==> config.mk <==
export PLATFORM = sky130hd
export DESIGN_NAME = gesture_direction_decoder
export DESIGN_NICKNAME = d
export VERILOG_FILES = /design/src/design/gdd_pkg.sv /design/src/design/gdd_div.sv /design/src/design/gesture_direction_decoder.sv
export SDC_FILE = /design/constraint.sdc
export NUM_CORES = 1
export LEC_CHECK = 0
export BUFFER_PORTS_ARGS = -buffer_cell sky130_fd_sc_hd__buf_2
export CAP_MARGIN = 20
export CORE_MARGIN = 3
export CORE_UTILIZATION = 45
export DETAILED_ROUTE_END_ITERATION = 8
export HOLD_SLACK_MARGIN = 0.08
export PLACE_DENSITY_LB_ADDON = 0.1
export SKIP_LAST_GASP = 1
export SLEW_MARGIN = 25
export SYNTH_ARGS = -nofsm -noshare
export SYNTH_HDL_FRONTEND = slang
export SYNTH_SLANG_ARGS = --single-unit
==> constraint.sdc <==
create_clock -name clock -period 7.8 [get_ports clock]
set_input_delay 0.39 -clock clock [delete_from_list [all_inputs] [get_ports clock]]
set_output_delay 0.39 -clock clock [all_outputs]
set_load 0.02 [all_outputs]
==> src/design/gdd_pkg.sv <==
// Shared types and constants of the gesture direction decoder.
`timescale 1ns / 1ps
`default_nettype none
package gdd_pkg;

   localparam int LEVEL_W    = 8;
   localparam int CFG_W      = 8;
   localparam int DIVIDEND_W = 15;
   localparam int DIVISOR_W  = 9;
   localparam int RATIO_W    = 8;
   localparam int SUM_W      = 16;
   localparam int DELTA_W    = 9;
   localparam int COUNT_W    = 8;
   localparam int MOTION_W   = 3;
   localparam int PROX_W     = 2;
   localparam int VOTE_W     = 2;
   localparam int ADDR_W     = 5;
   localparam int DATA_W     = 32;
   localparam int RATIO_SCALE = 100;

   localparam logic [MOTION_W-1:0] MOTION_NONE  = 3'd0;
   localparam logic [MOTION_W-1:0] MOTION_LEFT  = 3'd1;
   localparam logic [MOTION_W-1:0] MOTION_RIGHT = 3'd2;
   localparam logic [MOTION_W-1:0] MOTION_UP    = 3'd3;
   localparam logic [MOTION_W-1:0] MOTION_DOWN  = 3'd4;
   localparam logic [MOTION_W-1:0] MOTION_NEAR  = 3'd5;
   localparam logic [MOTION_W-1:0] MOTION_FAR   = 3'd6;

   localparam logic [PROX_W-1:0] PROX_NONE = 2'd0;
   localparam logic [PROX_W-1:0] PROX_NEAR = 2'd1;
   localparam logic [PROX_W-1:0] PROX_FAR  = 2'd2;

   localparam logic [VOTE_W-1:0] VOTE_ZERO = 2'b00;
   localparam logic [VOTE_W-1:0] VOTE_POS  = 2'b01;
   localparam logic [VOTE_W-1:0] VOTE_NEG  = 2'b11;

   localparam logic [2:0] REG_CHANNEL_THRESHOLD     = 3'd0;
   localparam logic [2:0] REG_DIRECTION_SENSITIVITY = 3'd1;
   localparam logic [2:0] REG_STILL_SENSITIVITY     = 3'd2;
   localparam logic [2:0] REG_NEAR_COUNT_LIMIT      = 3'd3;
   localparam logic [2:0] REG_FAR_COUNT_LIMIT       = 3'd4;

   localparam logic [CFG_W-1:0] RST_CHANNEL_THRESHOLD     = 8'd10;
   localparam logic [CFG_W-1:0] RST_DIRECTION_SENSITIVITY = 8'd50;
   localparam logic [CFG_W-1:0] RST_STILL_SENSITIVITY     = 8'd20;
   localparam logic [CFG_W-1:0] RST_NEAR_COUNT_LIMIT      = 8'd10;
   localparam logic [CFG_W-1:0] RST_FAR_COUNT_LIMIT       = 8'd2;

   typedef struct packed {
      logic                  start;
      logic                  negate;
      logic [DIVIDEND_W-1:0] dividend;
      logic [DIVISOR_W-1:0]  divisor;
   } div_req_type;

   typedef struct packed {
      logic                      done;
      logic signed [RATIO_W-1:0] quotient;
   } div_rsp_type;

endpackage
`default_nettype wire

==> src/design/gdd_div.sv <==
// Restoring divider, one quotient bit per cycle, truncating signed result.
`timescale 1ns / 1ps
`default_nettype none
module gdd_div (
   input  wire logic                 clock,
   input  wire logic                 reset,
   input  wire gdd_pkg::div_req_type div_req,
   output gdd_pkg::div_rsp_type      div_rsp
);
   import gdd_pkg::*;

   localparam int CNT_W = $clog2(DIVIDEND_W + 1);

   logic                  busy_ff, busy_in;
   logic                  done_ff, done_in;
   logic [CNT_W-1:0]      cnt_ff, cnt_in;
   logic [DIVISOR_W-1:0]  rem_ff, rem_in;
   logic [DIVIDEND_W-1:0] quo_ff, quo_in;
   logic [DIVISOR_W-1:0]  den_ff, den_in;
   logic                  neg_ff, neg_in;

   logic [DIVISOR_W:0]    shifted;
   logic [DIVISOR_W:0]    trial;
   logic                  ge;
   logic [RATIO_W-1:0]    quo_mag;

   assign shifted = {rem_ff, quo_ff[DIVIDEND_W-1]};
   assign ge      = shifted >= {1'b0, den_ff};
   assign trial   = shifted - {1'b0, den_ff};
   assign quo_mag = quo_ff[RATIO_W-1:0];

   assign div_rsp.done     = done_ff;
   assign div_rsp.quotient = neg_ff ? $signed(RATIO_W'(0) - quo_mag) : $signed(quo_mag);

   always_comb begin
      busy_in = busy_ff;
      done_in = 1'b0;
      cnt_in  = cnt_ff;
      rem_in  = rem_ff;
      quo_in  = quo_ff;
      den_in  = den_ff;
      neg_in  = neg_ff;
      if (div_req.start) begin
         busy_in = 1'b1;
         cnt_in  = CNT_W'(DIVIDEND_W);
         rem_in  = '0;
         quo_in  = div_req.dividend;
         den_in  = div_req.divisor;
         neg_in  = div_req.negate;
      end else if (busy_ff) begin
         rem_in = ge ? trial[DIVISOR_W-1:0] : shifted[DIVISOR_W-1:0];
         quo_in = {quo_ff[DIVIDEND_W-2:0], ge};
         cnt_in = cnt_ff - 1'b1;
         if (cnt_ff == CNT_W'(1)) begin
            busy_in = 1'b0;
            done_in = 1'b1;
         end
      end
   end

   always_ff @(posedge clock) begin
      if (reset) begin
         busy_ff <= 1'b0;
         done_ff <= 1'b0;
         cnt_ff  <= '0;
      end else begin
         busy_ff <= busy_in;
         done_ff <= done_in;
         cnt_ff  <= cnt_in;
      end
   end

   always_ff @(posedge clock) begin
      rem_ff <= rem_in;
      quo_ff <= quo_in;
      den_ff <= den_in;
      neg_ff <= neg_in;
   end

endmodule
`default_nettype wire

==> src/design/gesture_direction_decoder.sv <==
// Top level: batch tracking, ratio sequencing, vote and proximity update, decode.
// Dataset item without batch close: stays idle, ready unless a response waits.
// Batch close with a qualifying dataset: busy through four 15-step divisions on
// the shared divider, then through the S_SUM and S_PROX update states.
// End of gesture: the result is registered from the transfer itself.
// Synchronous reset restores register defaults and state but ratios and motion.
`timescale 1ns / 1ps
`default_nettype none
module gesture_direction_decoder (
   input  wire logic                          clock,
   input  wire logic                          reset,
   input  wire logic                          req_valid,
   output logic                               req_ready,
   input  wire logic                          req_action,
   input  wire logic [gdd_pkg::LEVEL_W-1:0]   req_up_level,
   input  wire logic [gdd_pkg::LEVEL_W-1:0]   req_down_level,
   input  wire logic [gdd_pkg::LEVEL_W-1:0]   req_left_level,
   input  wire logic [gdd_pkg::LEVEL_W-1:0]   req_right_level,
   input  wire logic                          req_batch_end,
   output logic                               rsp_valid,
   input  wire logic                          rsp_ready,
   output logic [gdd_pkg::MOTION_W-1:0]       rsp_motion,
   input  wire logic                          csr_psel,
   input  wire logic                          csr_penable,
   input  wire logic                          csr_pwrite,
   input  wire logic [gdd_pkg::ADDR_W-1:0]    csr_paddr,
   input  wire logic [gdd_pkg::DATA_W-1:0]    csr_pwdata,
   output logic [gdd_pkg::DATA_W-1:0]         csr_prdata,
   output logic                               csr_pready
);
   import gdd_pkg::*;

   localparam logic [2:0] S_IDLE = 3'd0;
   localparam logic [2:0] S_LOAD = 3'd1;
   localparam logic [2:0] S_WAIT = 3'd2;
   localparam logic [2:0] S_SUM  = 3'd3;
   localparam logic [2:0] S_PROX = 3'd4;

   function automatic logic [SUM_W-1:0] sat_add(input logic [SUM_W-1:0] s,
                                                 input logic [DELTA_W-1:0] d);
      logic [SUM_W:0] ext;
      ext = {s[SUM_W-1], s} + {{(SUM_W+1-DELTA_W){d[DELTA_W-1]}}, d};
      if (ext[SUM_W] != ext[SUM_W-1])
         return ext[SUM_W] ? {1'b1, {(SUM_W-1){1'b0}}} : {1'b0, {(SUM_W-1){1'b1}}};
      return ext[SUM_W-1:0];
   endfunction

   function automatic logic [VOTE_W-1:0] vote_of(input logic [SUM_W-1:0] s,
                                                  input logic [CFG_W-1:0] sens);
      logic signed [SUM_W:0] sv;
      logic signed [SUM_W:0] lim;
      sv  = $signed({s[SUM_W-1], s});
      lim = $signed({{(SUM_W+1-CFG_W){1'b0}}, sens});
      if (sv >= lim) return VOTE_POS;
      if (sv <= -lim) return VOTE_NEG;
      return VOTE_ZERO;
   endfunction

   function automatic logic [COUNT_W-1:0] inc_sat(input logic [COUNT_W-1:0] c);
      return (c == {COUNT_W{1'b1}}) ? c : c + 1'b1;
   endfunction

   function automatic logic [SUM_W:0] sum_mag(input logic [SUM_W-1:0] s);
      return s[SUM_W-1] ? (SUM_W+1)'(0) - {1'b1, s} : {1'b0, s};
   endfunction

   function automatic logic [RATIO_W-1:0] delta_mag(input logic [DELTA_W-1:0] d);
      logic [DELTA_W-1:0] m;
      m = d[DELTA_W-1] ? DELTA_W'(0) - d : d;
      return m[RATIO_W-1:0];
   endfunction

   // configuration
   logic [CFG_W-1:0] threshold_ff, dir_sens_ff, still_sens_ff, near_limit_ff, far_limit_ff;
   logic             csr_write;
   logic [2:0]       csr_index;

   assign csr_pready = 1'b1;
   assign csr_write  = csr_psel && csr_penable && csr_pwrite && csr_pready;
   assign csr_index  = csr_paddr[ADDR_W-1:2];

   always_ff @(posedge clock) begin
      if (reset) begin
         threshold_ff  <= RST_CHANNEL_THRESHOLD;
         dir_sens_ff   <= RST_DIRECTION_SENSITIVITY;
         still_sens_ff <= RST_STILL_SENSITIVITY;
         near_limit_ff <= RST_NEAR_COUNT_LIMIT;
         far_limit_ff  <= RST_FAR_COUNT_LIMIT;
      end else if (csr_write) begin
         case (csr_index)
            REG_CHANNEL_THRESHOLD:     threshold_ff  <= csr_pwdata[CFG_W-1:0];
            REG_DIRECTION_SENSITIVITY: dir_sens_ff   <= csr_pwdata[CFG_W-1:0];
            REG_STILL_SENSITIVITY:     still_sens_ff <= csr_pwdata[CFG_W-1:0];
            REG_NEAR_COUNT_LIMIT:      near_limit_ff <= csr_pwdata[CFG_W-1:0];
            REG_FAR_COUNT_LIMIT:       far_limit_ff  <= csr_pwdata[CFG_W-1:0];
            default: ;
         endcase
      end
   end

   always_comb begin
      case (csr_index)
         REG_CHANNEL_THRESHOLD:     csr_prdata = DATA_W'(threshold_ff);
         REG_DIRECTION_SENSITIVITY: csr_prdata = DATA_W'(dir_sens_ff);
         REG_STILL_SENSITIVITY:     csr_prdata = DATA_W'(still_sens_ff);
         REG_NEAR_COUNT_LIMIT:      csr_prdata = DATA_W'(near_limit_ff);
         REG_FAR_COUNT_LIMIT:       csr_prdata = DATA_W'(far_limit_ff);
         default:                   csr_prdata = '0;
      endcase
   end

   // state
   logic [2:0]              state_ff, state_in;
   logic [1:0]              idx_ff, idx_in;
   logic                    found_ff, found_in;
   logic [4*LEVEL_W-1:0]    first_ff, first_in;
   logic [4*LEVEL_W-1:0]    last_ff, last_in;
   logic [SUM_W-1:0]        ud_sum_ff, ud_sum_in, lr_sum_ff, lr_sum_in;
   logic [VOTE_W-1:0]       ud_vote_ff, ud_vote_in, lr_vote_ff, lr_vote_in;
   logic [COUNT_W-1:0]      near_ff, near_in, far_ff, far_in;
   logic [PROX_W-1:0]       prox_ff, prox_in;
   logic                    rsp_valid_ff, rsp_valid_in;
   logic [MOTION_W-1:0]     rsp_motion_ff, rsp_motion_in;
   logic signed [RATIO_W-1:0] ratio_ff [4];

   logic                    req_fire, rsp_fire, qualify;
   logic [4*LEVEL_W-1:0]    packed_in;
   logic [4*LEVEL_W-1:0]    sample;
   logic [LEVEL_W-1:0]      op_a, op_b, op_mag;
   logic [DELTA_W-1:0]      ud_d, lr_d;
   logic                    is_still, zero;
   logic [MOTION_W-1:0]     motion;
   logic                    ud_wins;
   div_req_type             div_req;
   div_rsp_type             div_rsp;

   assign req_fire  = req_valid && req_ready;
   assign rsp_fire  = rsp_valid_ff && rsp_ready;
   assign req_ready = (state_ff == S_IDLE) && (!rsp_valid_ff || rsp_ready);
   assign rsp_valid  = rsp_valid_ff;
   assign rsp_motion = rsp_motion_ff;

   assign qualify   = (req_up_level > threshold_ff) && (req_down_level > threshold_ff) &&
                      (req_left_level > threshold_ff) && (req_right_level > threshold_ff);
   assign packed_in = {req_up_level, req_down_level, req_left_level, req_right_level};

   // divider operands: first ud, first lr, last ud, last lr
   assign sample = idx_ff[1] ? last_ff : first_ff;
   assign op_a   = idx_ff[0] ? sample[2*LEVEL_W-1:LEVEL_W]   : sample[4*LEVEL_W-1:3*LEVEL_W];
   assign op_b   = idx_ff[0] ? sample[LEVEL_W-1:0]           : sample[3*LEVEL_W-1:2*LEVEL_W];
   assign op_mag = (op_a >= op_b) ? op_a - op_b : op_b - op_a;

   assign div_req.start    = (state_ff == S_LOAD);
   assign div_req.negate   = op_a < op_b;
   assign div_req.dividend = DIVIDEND_W'(op_mag) * DIVIDEND_W'(RATIO_SCALE);
   assign div_req.divisor  = {1'b0, op_a} + {1'b0, op_b};

   gdd_div u_div (
      .clock   (clock),
      .reset   (reset),
      .div_req (div_req),
      .div_rsp (div_rsp)
   );

   always_ff @(posedge clock) begin
      if (state_ff == S_WAIT && div_rsp.done) begin
         ratio_ff[idx_ff] <= div_rsp.quotient;
      end
   end

   assign ud_d = {ratio_ff[2][RATIO_W-1], ratio_ff[2]} - {ratio_ff[0][RATIO_W-1], ratio_ff[0]};
   assign lr_d = {ratio_ff[3][RATIO_W-1], ratio_ff[3]} - {ratio_ff[1][RATIO_W-1], ratio_ff[1]};
   assign is_still = (delta_mag(ud_d) < still_sens_ff) && (delta_mag(lr_d) < still_sens_ff);
   assign zero     = (ud_d == '0) && (lr_d == '0);

   // gesture decode
   assign ud_wins = sum_mag(ud_sum_ff) > sum_mag(lr_sum_ff);

   always_comb begin
      if (prox_ff == PROX_NEAR) begin
         motion = MOTION_NEAR;
      end else if (prox_ff == PROX_FAR) begin
         motion = MOTION_FAR;
      end else if (ud_vote_ff == VOTE_ZERO) begin
         if (lr_vote_ff == VOTE_POS)      motion = MOTION_RIGHT;
         else if (lr_vote_ff == VOTE_NEG) motion = MOTION_LEFT;
         else                             motion = MOTION_NONE;
      end else if (lr_vote_ff == VOTE_ZERO || ud_wins) begin
         motion = (ud_vote_ff == VOTE_NEG) ? MOTION_UP : MOTION_DOWN;
      end else begin
         motion = (lr_vote_ff == VOTE_POS) ? MOTION_RIGHT : MOTION_LEFT;
      end
   end

   always_comb begin
      state_in      = state_ff;
      idx_in        = idx_ff;
      found_in      = found_ff;
      first_in      = first_ff;
      last_in       = last_ff;
      ud_sum_in     = ud_sum_ff;
      lr_sum_in     = lr_sum_ff;
      ud_vote_in    = ud_vote_ff;
      lr_vote_in    = lr_vote_ff;
      near_in       = near_ff;
      far_in        = far_ff;
      prox_in       = prox_ff;
      rsp_valid_in  = rsp_valid_ff && !rsp_fire;
      rsp_motion_in = rsp_motion_ff;

      case (state_ff)
         S_IDLE: begin
            if (req_fire) begin
               if (req_action) begin
                  rsp_valid_in  = 1'b1;
                  rsp_motion_in = motion;
                  ud_sum_in     = '0;
                  lr_sum_in     = '0;
                  ud_vote_in    = VOTE_ZERO;
                  lr_vote_in    = VOTE_ZERO;
                  near_in       = '0;
                  far_in        = '0;
                  prox_in       = PROX_NONE;
                  found_in      = 1'b0;
                  first_in      = '0;
                  last_in       = '0;
               end else begin
                  if (qualify) begin
                     if (!found_ff) first_in = packed_in;
                     found_in = 1'b1;
                     last_in  = packed_in;
                  end
                  if (req_batch_end && (found_ff || qualify)) begin
                     idx_in   = 2'd0;
                     state_in = S_LOAD;
                  end
               end
            end
         end
         S_LOAD: begin
            state_in = S_WAIT;
         end
         S_WAIT: begin
            if (div_rsp.done) begin
               if (idx_ff == 2'd3) begin
                  state_in = S_SUM;
               end else begin
                  idx_in   = idx_ff + 1'b1;
                  state_in = S_LOAD;
               end
            end
         end
         S_SUM: begin
            ud_sum_in  = sat_add(ud_sum_ff, ud_d);
            lr_sum_in  = sat_add(lr_sum_ff, lr_d);
            ud_vote_in = vote_of(ud_sum_in, dir_sens_ff);
            lr_vote_in = vote_of(lr_sum_in, dir_sens_ff);
            state_in   = S_PROX;
         end
         S_PROX: begin
            if (ud_vote_ff == VOTE_ZERO && lr_vote_ff == VOTE_ZERO) begin
               if (is_still) begin
                  if (zero) near_in = inc_sat(near_ff);
                  else      far_in  = inc_sat(far_ff);
                  if (near_in >= near_limit_ff && far_in >= far_limit_ff) begin
                     if (zero)                              prox_in = PROX_NEAR;
                     else if (ud_d != '0 && lr_d != '0)     prox_in = PROX_FAR;
                  end
               end
            end else if (is_still) begin
               if (zero) near_in = inc_sat(near_ff);
               if (near_in >= near_limit_ff) begin
                  ud_vote_in = VOTE_ZERO;
                  lr_vote_in = VOTE_ZERO;
                  ud_sum_in  = '0;
                  lr_sum_in  = '0;
               end
            end
            found_in = 1'b0;
            first_in = '0;
            last_in  = '0;
            state_in = S_IDLE;
         end
         default: begin
            state_in = S_IDLE;
         end
      endcase
   end

   always_ff @(posedge clock) begin
      if (reset) begin
         state_ff     <= S_IDLE;
         idx_ff       <= 2'd0;
         found_ff     <= 1'b0;
         first_ff     <= '0;
         last_ff      <= '0;
         ud_sum_ff    <= '0;
         lr_sum_ff    <= '0;
         ud_vote_ff   <= VOTE_ZERO;
         lr_vote_ff   <= VOTE_ZERO;
         near_ff      <= '0;
         far_ff       <= '0;
         prox_ff      <= PROX_NONE;
         rsp_valid_ff <= 1'b0;
      end else begin
         state_ff     <= state_in;
         idx_ff       <= idx_in;
         found_ff     <= found_in;
         first_ff     <= first_in;
         last_ff      <= last_in;
         ud_sum_ff    <= ud_sum_in;
         lr_sum_ff    <= lr_sum_in;
         ud_vote_ff   <= ud_vote_in;
         lr_vote_ff   <= lr_vote_in;
         near_ff      <= near_in;
         far_ff       <= far_in;
         prox_ff      <= prox_in;
         rsp_valid_ff <= rsp_valid_in;
      end
   end

   always_ff @(posedge clock) begin
      rsp_motion_ff <= rsp_motion_in;
   end

endmodule
`default_nettype wire
==> impl_metrics.env <==
export IMPL_power_per_cell_area_mw_per_mm2=176
export IMPL_hold_class="in2reg"
export IMPL_htreeDepth=1
export IMPL_relSlewSlack_pct=38.0
export IMPL_drc=0
export IMPL_nets=2517
export IMPL_synthDistinctLibCells=85
export IMPL_viasPerCell=5.57
export IMPL_crit_arrival_ns=7.63
export IMPL_power_leakage_nw=8.90
export IMPL_rsz0062_at_grt="no"
export IMPL_clk_pin_slew_ns=0.07
export IMPL_cp_max_fo=9
export IMPL_status="finished, final reports clean"
export IMPL_syn_area_mm2=0.0187
export IMPL_finalSetupViolCount=0
export IMPL_synth_seq_cells=240
export IMPL_slew_violations=0
export IMPL_drt_wl_total_um=48300
export IMPL_cpMostUsedCell="a21oi_1"
export IMPL_worst_hold_slack_ns=0.117
export IMPL_drive_gt1_share_pct=8.10
export IMPL_skew_ns=0.0248
export IMPL_hold_buffers=0
export IMPL_cp_slowest_stage_delay_ns=0.53
export IMPL_grt_pass1_vias=14620
export IMPL_crit_buf_inv=3
export IMPL_end_kind="register"
export IMPL_hold_path_depth=2
export IMPL_via_count=15206
export IMPL_grt_max_degree=85
export IMPL_core_area_mm2=0.0409
export IMPL_start_util_pct=45.7
export IMPL_post_cts_setup_buffer_count=0
export IMPL_track_usage_pct=21.5
export IMPL_r2r_slack_ns=0.62
export IMPL_antenna_found_initial=0
export IMPL_crit_path_top_delay_cell="a311oi_4"
export IMPL_cts_root_buffer_cell="clkbuf_16"
export IMPL_fin_crit_ns=7.18
export IMPL_clockBufferDepth=3
export IMPL_clock_sinks=240
export IMPL_final_util_pct=49.8
export IMPL_core_rowCount=74
export IMPL_hold_path_startpoint="csr_pwdata[1]"
export IMPL_fmax_mhz=139
export IMPL_dp_cells=2677
export IMPL_syn_inst=2148
export IMPL_avgSynthCellArea_um2=8.70
export IMPL_start_kind="register"
export IMPL_worstMarginPinSlew_ns=0.924
export IMPL_initialDrtViolationCount=936
export IMPL_area_delta_synth_final_pct=9.08
export IMPL_finalCritPeriodShare_pct=92.1
export IMPL_insertion_delay_ns=0.58
export IMPL_instances_no_fill=2729
export IMPL_grt_ovfl_total=0
export IMPL_pin_count=116
export IMPL_min_to="threshold_ff[1]$_SDFFE_PP1P_"
export IMPL_die_height_um=210
export IMPL_ys_flop_type="dfxtp_1"
export IMPL_die_width_um=210
export IMPL_seq_area_frac_synth_pct=28.8
export IMPL_worstPathRequired_ns=8.25
export IMPL_place_congestion=0.902
export IMPL_yosys_warnings=0
export IMPL_ant_nets=0
export IMPL_total_power_mw=3.59
export IMPL_critical_path_top_delay_family="compound AO/OA/AOI/OAI gates"
export IMPL_first_pass_iters=5
export IMPL_dpl_hpwl_um=37500
export IMPL_synth_edf_count=58
export IMPL_maxCapViolations=0
export IMPL_async_flop_share_pct=0
export IMPL_antenna_cells=0
export IMPL_io_buffers=64
export IMPL_grt_pass1_wl_um=77400
export IMPL_ir_drop_v=0.000227
export IMPL_r2r_cells=29
export IMPL_cts_tree="built"
export IMPL_hold_viol=0
export IMPL_r2r_end="ud_vote_ff[0]$_SDFFE_PP0P_"
export IMPL_routedWlPerCell_um=17.7
export IMPL_cts_resized=0
export IMPL_fin_setup_tns_ns=0
export IMPL_die_area_mm2=0.0440
export IMPL_cts_buffers=28
export IMPL_num_fill_cells=3940
export IMPL_crit_type="reg2reg"
export IMPL_reg2reg_from="ratio_ff[2][0]$_DFFE_PP_"
sequential cells by signal (all words and copies together) (netlist names), 2 cells and up:
name	count
first_ff	32
far_ff	8
ud_vote_ff	2
ratio_ff	32
lr_vote_ff	2
ud_sum_ff	16
prox_ff	2
u_div.rem_ff	9
u_div.den_ff	9
state_ff	3
threshold_ff	8
near_limit_ff	8
near_ff	8
idx_ff	2
far_limit_ff	8
still_sens_ff	8
lr_sum_ff	16
u_div.cnt_ff	4
u_div.quo_ff	15
dir_sens_ff	8
rsp_motion	3
last_ff	32
cells in the final DEF, fill, tap and decap left out, types with 10 or more instances in the layout:
cell type,instances
xor2_1,43
a21oi_1,136
mux2i_1,100
mux2_2,10
nor2b_1,29
nand2b_1,23
clkbuf_16,28
nor3_1,32
a22oi_1,42
inv_1,160
nor2_1,231
mux4_2,17
nand3_1,37
ha_1,253
o21bai_1,16
o21ai_0,85
nand2_1,138
o21a_1,19
maj3_1,12
o21ai_1,18
o31ai_1,20
buf_4,19
nor4_1,17
and3_1,41
a21o_1,34
dfxtp_1,182
o211ai_1,14
fa_1,11
conb_1,27
xnor2_1,75
or3_1,13
nand4_1,36
edfxtp_1,58
a211oi_1,17
a211o_1,11
buf_2,63
where the power goes:
group	total, mW	internal, mW	switching (mW)
clock	1.40	0.834	0.571
sequential	1.38	1.34	0.0455
combinational	0.808	0.347	0.461
cell usage after synthesis (11+ instances only):
| library cell | number | area (µm²) |
|---|---|---|
| ha_1 | 253 | 3170 |
| nor2_1 | 231 | 867 |
| dfxtp_1 | 182 | 3640 |
| inv_1 | 161 | 604 |
| nand2_1 | 139 | 522 |
| a21oi_1 | 136 | 681 |
| mux2i_1 | 100 | 1000 |
| o21ai_0 | 85 | 425 |
| xnor2_1 | 75 | 657 |
| clkbuf_1 | 64 | 240 |
| edfxtp_1 | 58 | 1740 |
| xor2_1 | 43 | 377 |
| a22oi_1 | 42 | 315 |
| and3_1 | 41 | 257 |
| nand3_1 | 37 | 185 |
| nand4_1 | 36 | 225 |
| a21o_1 | 34 | 255 |
| nor3_1 | 32 | 160 |
| buf_4 | 29 | 218 |
| nor2b_1 | 29 | 181 |
| nand2b_1 | 23 | 144 |
| o31ai_1 | 20 | 150 |
| o21a_1 | 19 | 143 |
| o21ai_1 | 18 | 90.1 |
| a211oi_1 | 17 | 128 |
| mux4_2 | 17 | 383 |
| nor4_1 | 17 | 106 |
| o21bai_1 | 16 | 120 |
| o211ai_1 | 14 | 105 |
| or3_1 | 13 | 81.3 |
| maj3_1 | 12 | 120 |
| a211o_1 | 11 | 96.3 |
| fa_1 | 11 | 220 |
layer usage:
metal	track usage [%]	wire (µm)	vias up
met5	0	0	-
met4	5.73	1430	0
met3	2.45	1630	78
met2	37.4	23500	268
met1	28.4	21700	7161
li1	-	-	7699
kinds of logic (layout without fill, tap and decap cells):
logic type | Yosys count | count (layout) | share of synthesized area [%]
flip-flops | 240 | 240 | 28.8
XOR/XNOR | 118 | 118 | 5.53
multiplexers | 128 | 128 | 8.07
AO/OA/AOI/OAI | 476 | 476 | 16.5
adder cells (fa/ha/maj) | 276 | 276 | 18.8
buffers and inverters | 273 | 297 | 6.17
other | 2 | 27 | 0.0402
AND/OR/NAND/NOR | 635 | 635 | 16.1
through the flow:
stage | worst slack (ns) | area (µm²)
floorplan | 1.42 | 18800
CTS | 0.599 | 20400
global placement | 0.812 | 19400
finish | 0.619 | 20400
global route | 0.144 | 20400
detailed placement | 0.656 | 19400
area by class of cell:
cell class | count | area (µm²) | share of cell area [%]
timing repair buffer | 82 | 458 | 2.25
tap | 532 | 666 | 3.26
clock buffer | 33 | 759 | 3.72
inverter | 163 | 612 | 3.00
sequential | 240 | 5390 | 26.4
multi-input combinational | 1660 | 12300 | 60.2
clock inverter | 19 | 235 | 1.15
worst max-delay path by stage:
| stage | from | to | cells past startpoint |
|---|---|---|---|
| 3_5_place_dp | ratio_ff[2][0]$_DFFE_PP_ | ud_vote_ff[0]$_SDFFE_PP0P_ | 29 |
| 6_report | ratio_ff[2][0]$_DFFE_PP_ | ud_vote_ff[0]$_SDFFE_PP0P_ | 29 |
| 3_3_place_gp | ratio_ff[2][0]$_DFFE_PP_ | ud_vote_ff[0]$_SDFFE_PP0P_ | 29 |
| 4_1_cts | ratio_ff[2][0]$_DFFE_PP_ | ud_vote_ff[0]$_SDFFE_PP0P_ | 29 |
| 5_1_grt | ratio_ff[2][0]$_DFFE_PP_ | ud_vote_ff[0]$_SDFFE_PP0P_ | 28 |
| 2_1_floorplan | idx_ff[1]$_SDFFE_PP0P_ | u_div.quo_ff[14]$_DFFE_PP_ | 30 |
Power figures use the tool's default switching activity.
